### src/rtl/core/mkd_pkg.sv
// ----------------------------------------------------------------------------
// mkd_pkg
// Shared types, register indexes and the letter table of the morse decoder.
// ----------------------------------------------------------------------------
package mkd_pkg;

    localparam int MAX_SYMBOLS_DEF  = 5;
    localparam int LETTER_COUNT_DEF = 26;
    localparam int TABLE_SIZE       = 26;

    localparam int PAT_W   = 5;
    localparam int IDX_W   = 3;
    localparam int LEN_W   = 8;
    localparam int CHAR_W  = 7;
    localparam int CFG_W   = 8;
    localparam int CFG_IDX_W = 1;

    localparam logic [LEN_W-1:0]    DASH_RESET  = 8'd10;
    localparam logic [LEN_W-1:0]    SPACE_RESET = 8'd90;
    localparam logic [LEN_W-1:0]    RUN_MAX     = 8'd255;
    localparam logic [CHAR_W-1:0]   CHAR_BASE   = 7'd97;

    // register indexes
    localparam logic [CFG_IDX_W-1:0] CFG_DASH  = 1'b0;
    localparam logic [CFG_IDX_W-1:0] CFG_SPACE = 1'b1;

    // bits 4..0 dash positions, bits 7..5 symbol count
    localparam logic [7:0] LETTER_CODES [0:TABLE_SIZE-1] = '{
        8'h42, 8'h81, 8'h85, 8'h61, 8'h20, 8'h84, 8'h63, 8'h80, 8'h40, 8'h8E,
        8'h65, 8'h82, 8'h43, 8'h41, 8'h67, 8'h86, 8'h8B, 8'h62, 8'h60, 8'h21,
        8'h64, 8'h88, 8'h66, 8'h89, 8'h8D, 8'h83
    };

    typedef struct packed {
        logic key_pressed;
        logic window_end;
    } t_in_item;

    typedef struct packed {
        logic              led_on;
        logic              decoded;
        logic              letter_found;
        logic [CHAR_W-1:0] letter_char;
        logic              space_seen;
    } t_out_item;

endpackage

### src/rtl/core/mkd_core.sv
// ----------------------------------------------------------------------------
// mkd_core
// Run tracking, dot/dash classification and letter lookup for one item.
// ----------------------------------------------------------------------------
module mkd_core #(
    parameter int MAX_SYMBOLS  = mkd_pkg::MAX_SYMBOLS_DEF,
    parameter int LETTER_COUNT = mkd_pkg::LETTER_COUNT_DEF
) (
    input  logic                             i_clk,
    input  logic                             i_rst_n,
    input  logic                             i_accept,
    input  mkd_pkg::t_in_item                i_item,
    input  logic                             i_cfg_we,
    input  logic [mkd_pkg::CFG_IDX_W-1:0]    i_cfg_idx,
    input  logic [mkd_pkg::CFG_W-1:0]        i_cfg_data,
    output mkd_pkg::t_out_item               o_result
);
    import mkd_pkg::*;

    logic [LEN_W-1:0] r_len, n_len;
    logic [IDX_W-1:0] r_idx, n_idx;
    logic [PAT_W-1:0] r_pat, n_pat;
    logic [IDX_W-1:0] r_sym, n_sym;
    logic             r_space, n_space;
    logic             r_prior;
    logic [CFG_W-1:0] r_dash_thr, r_space_thr;

    logic [LEN_W-1:0] len_inc;
    logic [LEN_W-1:0] run_len;
    logic             do_class;
    logic [7:0]       code;

    always_comb begin
        len_inc  = (r_len < RUN_MAX) ? r_len + 8'd1 : r_len;
        run_len  = i_item.key_pressed ? len_inc : r_len;
        do_class = (!i_item.key_pressed && r_prior) ||
                   (i_item.window_end && i_item.key_pressed);

        n_len   = i_item.key_pressed ? len_inc : r_len;
        n_idx   = r_idx;
        n_pat   = r_pat;
        n_sym   = r_sym;
        n_space = r_space;

        if (do_class) begin
            if (run_len != '0 && r_idx < IDX_W'(MAX_SYMBOLS)) begin
                if (run_len < r_dash_thr) begin
                    n_sym = r_sym + 3'd1;
                end else if (run_len < r_space_thr) begin
                    n_pat = r_pat | (PAT_W'(1) << r_idx);
                    n_sym = r_sym + 3'd1;
                end else begin
                    n_space = 1'b1;
                end
                n_idx = r_idx + 3'd1;
            end
            n_len = '0;
        end

        code = {n_sym, n_pat};

        o_result              = '0;
        o_result.led_on       = i_item.key_pressed && (len_inc >= r_dash_thr);
        o_result.decoded      = i_item.window_end;
        if (i_item.window_end) begin
            o_result.space_seen = n_space;
            // descending walk so the lowest matching letter wins
            for (int i = LETTER_COUNT - 1; i >= 0; i--) begin
                if (LETTER_CODES[i] == code) begin
                    o_result.letter_found = 1'b1;
                    o_result.letter_char  = CHAR_BASE + CHAR_W'(i);
                end
            end
        end
    end

    always_ff @(posedge i_clk) begin
        if (!i_rst_n) begin
            r_len       <= '0;
            r_idx       <= '0;
            r_pat       <= '0;
            r_sym       <= '0;
            r_space     <= 1'b0;
            r_prior     <= 1'b0;
            r_dash_thr  <= DASH_RESET;
            r_space_thr <= SPACE_RESET;
        end else begin
            if (i_cfg_we) begin
                case (i_cfg_idx)
                    CFG_DASH:  r_dash_thr  <= i_cfg_data;
                    CFG_SPACE: r_space_thr <= i_cfg_data;
                    default:   r_dash_thr  <= r_dash_thr;
                endcase
            end
            if (i_accept) begin
                if (i_item.window_end) begin
                    r_len   <= '0;
                    r_idx   <= '0;
                    r_pat   <= '0;
                    r_sym   <= '0;
                    r_space <= 1'b0;
                    r_prior <= 1'b0;
                end else begin
                    r_len   <= n_len;
                    r_idx   <= n_idx;
                    r_pat   <= n_pat;
                    r_sym   <= n_sym;
                    r_space <= n_space;
                    r_prior <= i_item.key_pressed;
                end
            end
        end
    end

    a_sym_le_idx: assert property (@(posedge i_clk) disable iff (!i_rst_n)
        r_sym <= r_idx) else $error("symbol count exceeds run index");

    a_idx_bound: assert property (@(posedge i_clk) disable iff (!i_rst_n)
        r_idx <= IDX_W'(MAX_SYMBOLS)) else $error("run index past limit");

    // a nonzero run only exists while the key was held on the previous item
    a_len_prior: assert property (@(posedge i_clk) disable iff (!i_rst_n)
        (r_len != '0) |-> r_prior) else $error("run length without press");

endmodule

### src/rtl/core/mkd_outbuf.sv
// ----------------------------------------------------------------------------
// mkd_outbuf
// Two-entry output buffer: result register plus skid register.
// ----------------------------------------------------------------------------
module mkd_outbuf (
    input  logic                i_clk,
    input  logic                i_rst_n,
    input  logic                i_push,
    input  mkd_pkg::t_out_item  i_data,
    output logic                o_full,
    output logic                o_valid,
    output mkd_pkg::t_out_item  o_data,
    input  logic                i_stall
);
    import mkd_pkg::*;

    t_out_item r_main, r_skid;
    logic      r_main_v, r_skid_v;
    logic      pop;

    assign pop     = r_main_v && !i_stall;
    assign o_full  = r_skid_v;
    assign o_valid = r_main_v;
    assign o_data  = r_main;

    always_ff @(posedge i_clk) begin
        if (!i_rst_n) begin
            r_main_v <= 1'b0;
            r_skid_v <= 1'b0;
        end else if (!r_main_v || pop) begin
            r_main_v <= r_skid_v || i_push;
            r_skid_v <= 1'b0;
        end else if (i_push) begin
            r_skid_v <= 1'b1;
        end
    end

    always_ff @(posedge i_clk) begin
        if (!r_main_v || pop) begin
            r_main <= r_skid_v ? r_skid : i_data;
        end else if (i_push) begin
            r_skid <= i_data;
        end
    end

    a_skid_needs_main: assert property (@(posedge i_clk) disable iff (!i_rst_n)
        r_skid_v |-> r_main_v) else $error("skid holds item ahead of main");

    a_skid_fill: assert property (@(posedge i_clk) disable iff (!i_rst_n)
        (r_main_v && i_stall && i_push) |=> r_skid_v)
        else $error("item lost while output stalled");

endmodule

### src/rtl/core/morse_key_decoder_unit.sv
// ----------------------------------------------------------------------------
// morse_key_decoder_unit
// Morse key decoder: classifies press runs and looks up a letter per window.
// ----------------------------------------------------------------------------
//  channel | direction | handshake                 | payload
//  --------+-----------+---------------------------+-------------------------
//  in      | input     | i_in_valid / o_in_stall   | i_in_data  (t_in_item)
//  out     | output    | o_out_valid / i_out_stall | o_out_data (t_out_item)
//  cfg     | input     | i_cfg_we                  | i_cfg_idx, i_cfg_data
//
//  one item per cycle unless o_in_stall is high; its result is registered in main or skid
//  state update and table match sit between the item input and the result register
//  synchronous active-low reset: thresholds 10 and 90, run state cleared
//  a skid register keeps input open for one item while the output is stalled
// ----------------------------------------------------------------------------
module morse_key_decoder_unit #(
    parameter int MAX_SYMBOLS  = mkd_pkg::MAX_SYMBOLS_DEF,
    parameter int LETTER_COUNT = mkd_pkg::LETTER_COUNT_DEF
) (
    input  logic                             i_clk,
    input  logic                             i_rst_n,
    input  logic                             i_in_valid,
    input  mkd_pkg::t_in_item                i_in_data,
    output logic                             o_in_stall,
    output logic                             o_out_valid,
    output mkd_pkg::t_out_item               o_out_data,
    input  logic                             i_out_stall,
    input  logic                             i_cfg_we,
    input  logic [mkd_pkg::CFG_IDX_W-1:0]    i_cfg_idx,
    input  logic [mkd_pkg::CFG_W-1:0]        i_cfg_data
);
    import mkd_pkg::*;

    logic      accept;
    logic      full;
    t_out_item result;

    assign o_in_stall = full;
    assign accept     = i_in_valid && !full;

    mkd_core #(
        .MAX_SYMBOLS  (MAX_SYMBOLS),
        .LETTER_COUNT (LETTER_COUNT)
    ) u_core (
        .i_clk      (i_clk),
        .i_rst_n    (i_rst_n),
        .i_accept   (accept),
        .i_item     (i_in_data),
        .i_cfg_we   (i_cfg_we),
        .i_cfg_idx  (i_cfg_idx),
        .i_cfg_data (i_cfg_data),
        .o_result   (result)
    );

    mkd_outbuf u_outbuf (
        .i_clk   (i_clk),
        .i_rst_n (i_rst_n),
        .i_push  (accept),
        .i_data  (result),
        .o_full  (full),
        .o_valid (o_out_valid),
        .o_data  (o_out_data),
        .i_stall (i_out_stall)
    );

endmodule

### config.mk
export PLATFORM = sky130hd
export DESIGN_NAME = morse_key_decoder_unit
export DESIGN_NICKNAME = d
export VERILOG_FILES = /design/src/rtl/core/mkd_pkg.sv /design/src/rtl/core/mkd_core.sv /design/src/rtl/core/mkd_outbuf.sv /design/src/rtl/core/morse_key_decoder_unit.sv
export SDC_FILE = /design/constraint.sdc
export NUM_CORES = 1
export LEC_CHECK = 0
export ABC_AREA = 0
export BUFFER_PORTS_ARGS = -buffer_cell sky130_fd_sc_hd__buf_2
export CORE_MARGIN = 4
export CORE_UTILIZATION = 25
export CTS_BUF_LIST = sky130_fd_sc_hd__clkbuf_4
export DETAILED_ROUTE_END_ITERATION = 8
export MAX_ROUTING_LAYER = met4
export PLACE_DENSITY = 0.46
export SLEW_MARGIN = 25
export SYNTH_ARGS = -nofsm -noshare
export SYNTH_HDL_FRONTEND = slang
export SYNTH_SLANG_ARGS = --single-unit
### constraint.sdc
create_clock -name i_clk -period 5.03 [get_ports i_clk]
set_input_delay 0.503 -clock i_clk [delete_from_list [all_inputs] [get_ports i_clk]]
set_output_delay 0.503 -clock i_clk [all_outputs]
set_load 0.01 [all_outputs]
* After elaboration in Yosys (flattened, before gate mapping)
Cells that the tools add are included.
Storage, ports and cells: bits in registers 61, latch bits 0, memory bits (writable) 0, memory bits (read-only) 0, input bits 16, output and inout port bits 13, word-level logic and storage cells 131, memories 0
Operators by class: $add $sub $neg 3, multiply operators 0, div/mod/pow operators 0, $lt $le $gt $ge 5, equality and inequality tests 26, shift-type cells 1, mux-type cells 51, bitwise operators 4, reductions and logical operators 21
Operator list (number):
- 8-bit two-way mux | 30
- 7-bit by 8-bit == test with 1-bit output, first input constant | 12
- 8-bit == test, first input constant | 12
- 5-bit two-way mux | 5
- 3-bit two-way mux | 8
- 6-bit by 8-bit == test with 1-bit output, first input constant | 2
- 8-bit less-than comparator | 2
- 11-bit two-way mux | 1
- 9-bit two-way mux | 1
- 8-bit by 1-bit adder with 8-bit output, second input constant | 1
- 8-bit greater-or-equal comparator | 1
- 8-bit less-than comparator, second input constant | 1
- 8-bit nonzero test | 1
- 3-bit by 1-bit adder with 3-bit output, second input constant | 2
- 1-bit logical AND | 6
- 1-bit two-way mux | 6
- 2-bit AND reduction | 3
- 5-bit OR | 1
- 1-bit by 3-bit << shifter with 5-bit output, first input constant | 1
- 1-bit logical NOT | 4
- 2-bit nonzero test | 2
- 1-bit logical OR | 3
- 3-bit less-than comparator, second input constant | 1
- 1-bit inverter | 3
- other kinds (2) | 2

* Longest topological paths before layout
depth after elaboration 37, depth in mapped cells 18, mapped depth without buffers 16

* Modules after synthesis
From an unflattened synthesis, not the netlist that was laid out.
Unflattened totals: cells, all modules 462, area total of the unflattened synthesis 4197.8 µm²
By module, submodules not included:
- mkd_core | instances 1, cells an instance 420, area an instance 3273.1 µm², sequential area each 740.7 µm²
- mkd_outbuf | instances 1, cells an instance 41, area an instance 910.9 µm², sequential area each 700.7 µm²
- morse_key_decoder_unit | instances 1, cells an instance 1, area an instance 13.8 µm², sequential area each 0.0 µm²

* Worst setup path before layout
OpenSTA, ideal clock, no wires.
path kind reg-to-reg, start reg u_core.r_len[1], end reg u_outbuf.r_main, in the netlist u_outbuf.o_data[6], data pin, library setup time 0.260 ns, data arrival time 4.316 ns, data required time 4.770 ns, slack 0.454 ns, cell stages (with the launch flop) 17, buffers on the path 1, period minus slack after synthesis 4.576 ns, cells stage by stage dfxtp_1 > ha_1 > clkbuf_1 > and4_1 > nand3_1 > o21a_1 > ha_1 > nand4_1 > or2_2 > a2111o_1 > a2111oi_1 > a211oi_1 > a22o_1 > and3_4 > or4_1 > o41a_1 > mux2_4
RTL lines:
- start: declaration | RTL line mkd_core.sv:20 | logic [LEN_W-1:0] r_len, n_len;
- start signal: assignment | RTL line mkd_core.sv:104 | r_len <= n_len;
- end signal: assignment | RTL line mkd_outbuf.sv:40 | r_main <= r_skid_v ? r_skid : i_data;
- end: declaration | RTL line mkd_outbuf.sv:17 | t_out_item r_main, r_skid;

==> results by group <==
Outcome
  • Status: completed

Clock network
  • CTS Buffer Depth: 2
  • CTS Buf Count: 9
  • Post-cts sizing count: 0
  • CTS Hold Bufs: 0
  • Postcts setup bufs: 0
  • Clock sinks: 57
  • Clock latency on the worst-skew pair: 0.44 ns
  • Clock tree from TritonCTS: done
  • Clk slew on worst S/H paths: 0.13 ns
  • Htree depth: 3
  • Root Driver: clkbuf_4

Final layout
  • Layout area overhead: 14.2%
  • Layout cells sized above 1: 19.6%
  • Layout Utilization: 29.5%
  • # fillers: 1745
  • Commonest non-fill, non-tap cells in the layout: 62 x nand2_1, 39 x dfxtp_1, 29 x ha_1
  • Register area: 1320 um^2
  • Area of the multi-input gates: 2620 um^2
  • Number of nets in the layout: 561
  • Most common cell after layout, fill and taps aside: nand2_1

Route
  • DRT Pass-1 Iters: 5
  • # DRC: 0
  • Top routing layer in use: met4
  • Via density: 4.99
  • Routed wl met2: 4510 um
  • Met3 Wirelength: 551 um
  • Vias: 3685
  • Post-Route WL: 10800 um
  • Met1 Routed Length: 5440 um
  • DR WL/cell: 14.6 um
  • DR iter-0 viols: 190
  • ANT nets after route: 0

Yosys
  • Avg Inst Size Synth: 8.64 um^2
  • Post-Syn Instances: 482
  • Post-synth EDFFs: 18
  • Synth warn: 0
  • Top_reg_cell synth: dfxtp_1
  • Yosys top cell area share: 18.7%
  • Synth area leader: dfxtp_1
  • Ys async rst share: 0%
  • Seq/Total Area, Yosys: 31.7%
  • Post-synth cell types: 74
  • Yosys reg bits: 57
  • Top post-synthesis cells by area: dfxtp_1 19%, edfxtp_1 13%, ha_1 8.7%
  • Mapped cell area: 4170 um^2
  • Syn_nets: 527

Timing
  • Final setup skew: 0.0336 ns
  • Setup_tns: 0 ns
  • Final hold violations: 0
  • # setup viols final: 0
  • Fin. max-slew vios: 0
  • RSZ-0062 raised after global routing: no
  • Fin crit share: 95.7%
  • Min Clock Period, post-route: 4.81 ns
  • Setup ws final: 0.217 ns
  • Worst-Margin Slew: 0.825 ns
  • Slew Limit Headroom: 44.9%
  • Fmax: 0.208 GHz

GRT
  • First-pass GRT wire length: 17900 um
  • Vias in the first global route: 3595
  • Largest net degree at the start of global routing: 35
  • Overall global routing resource usage: 12.4%
  • Initial antenna violation count: 1
  • Remaining global-route overflow: 0

Die
  • Core Box Area: 16100 um^2
  • IO Pins: 29
  • Die height: 137 um
  • Die Span X: 137 um
  • Initial Utilization: 25.8%
  • # rows: 46
  • Die area: 18800 um^2

Critical path
  • Crit-path max FO: 9
  • Most used cell, CP: ha_1
  • Crit path arrival time: 5.02 ns
  • CP Cell Sequence: ha_1 -> nand4_1 -> o21ai_1 -> mux2_2 -> ha_1 -> a21oi_1 -> a2111o_1 -> a2111oi_1 -> a211oi_1 -> buf_4 -> nor3b_1 -> or4_1 -> o41a_1 -> mux2_4
  • Crit path kind: reg -> reg
  • Slowest CP cell: or4_1
  • Worst setup SP type: flip-flop
  • CP peak stage delay: 0.52 ns
  • Critical Path RT: 5.24 ns
  • Crit. End Element: flip-flop

Flow run
  • Max-capacitance violation count: 0

Placement
  • IO buf count: 28
  • Post-place setup slack: 0.175 ns
  • Post-DP HPWL: 8240 um
  • GP Congestion: 0.835

Pwr
  • Leak: 1.89 nW
  • PD cells: 189 nW/um^2
  • Peak VDD IR: 0.0774 mV

Worst hold path
  • Hold WC Path Type: in -> reg
flip-flops by register name, summed over array words and instances, names as in the netlist:
| register | flops |
|---|---|
| u_outbuf.o_valid | 1 |
| u_core.r_len | 8 |
| u_core.r_space_thr | 8 |
| u_outbuf.o_full | 1 |
| u_core.r_pat | 5 |
| u_outbuf.o_data | 9 |
| u_core.r_prior | 1 |
| u_outbuf.r_skid | 9 |
| u_core.r_dash_thr | 8 |
| u_core.r_idx | 3 |
| u_core.r_space | 1 |
| u_core.r_sym | 3 |
synth_stat cells (8+ instances only):
master,count
a21boi_0,15
a21o_1,8
a21oi_1,18
a31oi_1,8
and2_1,11
clkbuf_1,18
dfxtp_1,39
edfxtp_1,18
ha_1,29
inv_1,20
mux2_2,14
nand2_1,62
nand3_1,15
nand4_1,10
nor2_1,27
nor2b_1,13
nor3_1,8
o21ai_0,10
worst paths after layout:
check | depth (start not counted) | slack (ns) | startpoint | to
worst min register to register | 2 | 0.47 | u_core.r_dash_thr[6] | u_core.r_dash_thr[6]
worst max register to register | 14 | 0.22 | u_core.r_len[1] | u_outbuf.o_data[6]
worst max-delay path | 14 | 0.22 | u_core.r_len[1] | u_outbuf.o_data[6]
worst min-delay path | 3 | 0.31 | i_cfg_data[6] | u_core.r_space_thr[6]
per-layer routing:
metal	vias to the layer above	GRT usage, %
met3	23	2.50
met4	0	5.99
met2	122	17.5
li1	1860	-
met5	-	-
met1	1680	16.8
area by class of cell:
class                   count  area share, %
multi-input cells         373           55.1
flip-flops and latches     57           27.8
repair buffers             54           7.31
well taps                 216           5.68
inverters                  21           1.66
clock buffers               9           1.42
clock inverters             7          0.999
diodes                      1         0.0526
critical path, delay by kind of cell, from the launching register on:
kind / cells / cell delay [ns]
AO/OA/AOI/OAI: 6 / 1.85
adder cells (fa/ha/maj): 2 / 0.61
buffers and inverters: 1 / 0.21
flip-flops: 1 / 0.35
multiplexers: 2 / 0.69
AND/OR/NAND/NOR: 3 / 0.89
logic make-up (layout without fill, tap and decap cells):
| kind of cell | Yosys count | count (layout) | synth area share [%] |
|---|---|---|---|
| buffers and inverters | 52 | 91 | 5.65 |
| adders and majority gates | 29 | 29 | 8.71 |
| DFF | 57 | 57 | 31.7 |
| muxes | 21 | 21 | 5.59 |
| xor gates and xnor gates | 8 | 8 | 1.68 |
| and+or+nand+nor | 190 | 190 | 23.6 |
| AOI/OAI and AO/OA | 125 | 125 | 23.1 |
| other | 0 | 1 | 0 |
stage by stage:
| stage | instance area [um^2] | std cells | hold WS (ns) | power [mW] |
|---|---|---|---|---|
| final | 4760 | 738 | 0.314 | 0.901 |
| after floorplan | 4170 | 482 | 0.443 | 0.582 |
| after global routing | 4760 | 738 | 0.293 | 0.954 |
| after global placement | 4630 | 721 | 0.457 | 0.619 |
| after CTS | 4740 | 737 | 0.273 | 0.921 |
| after detailed placement | 4630 | 721 | 0.461 | 0.621 |
power breakdown:
part | switching [mW] | internal, mW
Sequential | 0.00708 | 0.489
Clock | 0.191 | 0.0998
Combinational | 0.0704 | 0.0428
Total | 0.269 | 0.632
Note: power is estimated with default switching activity, not from simulation.
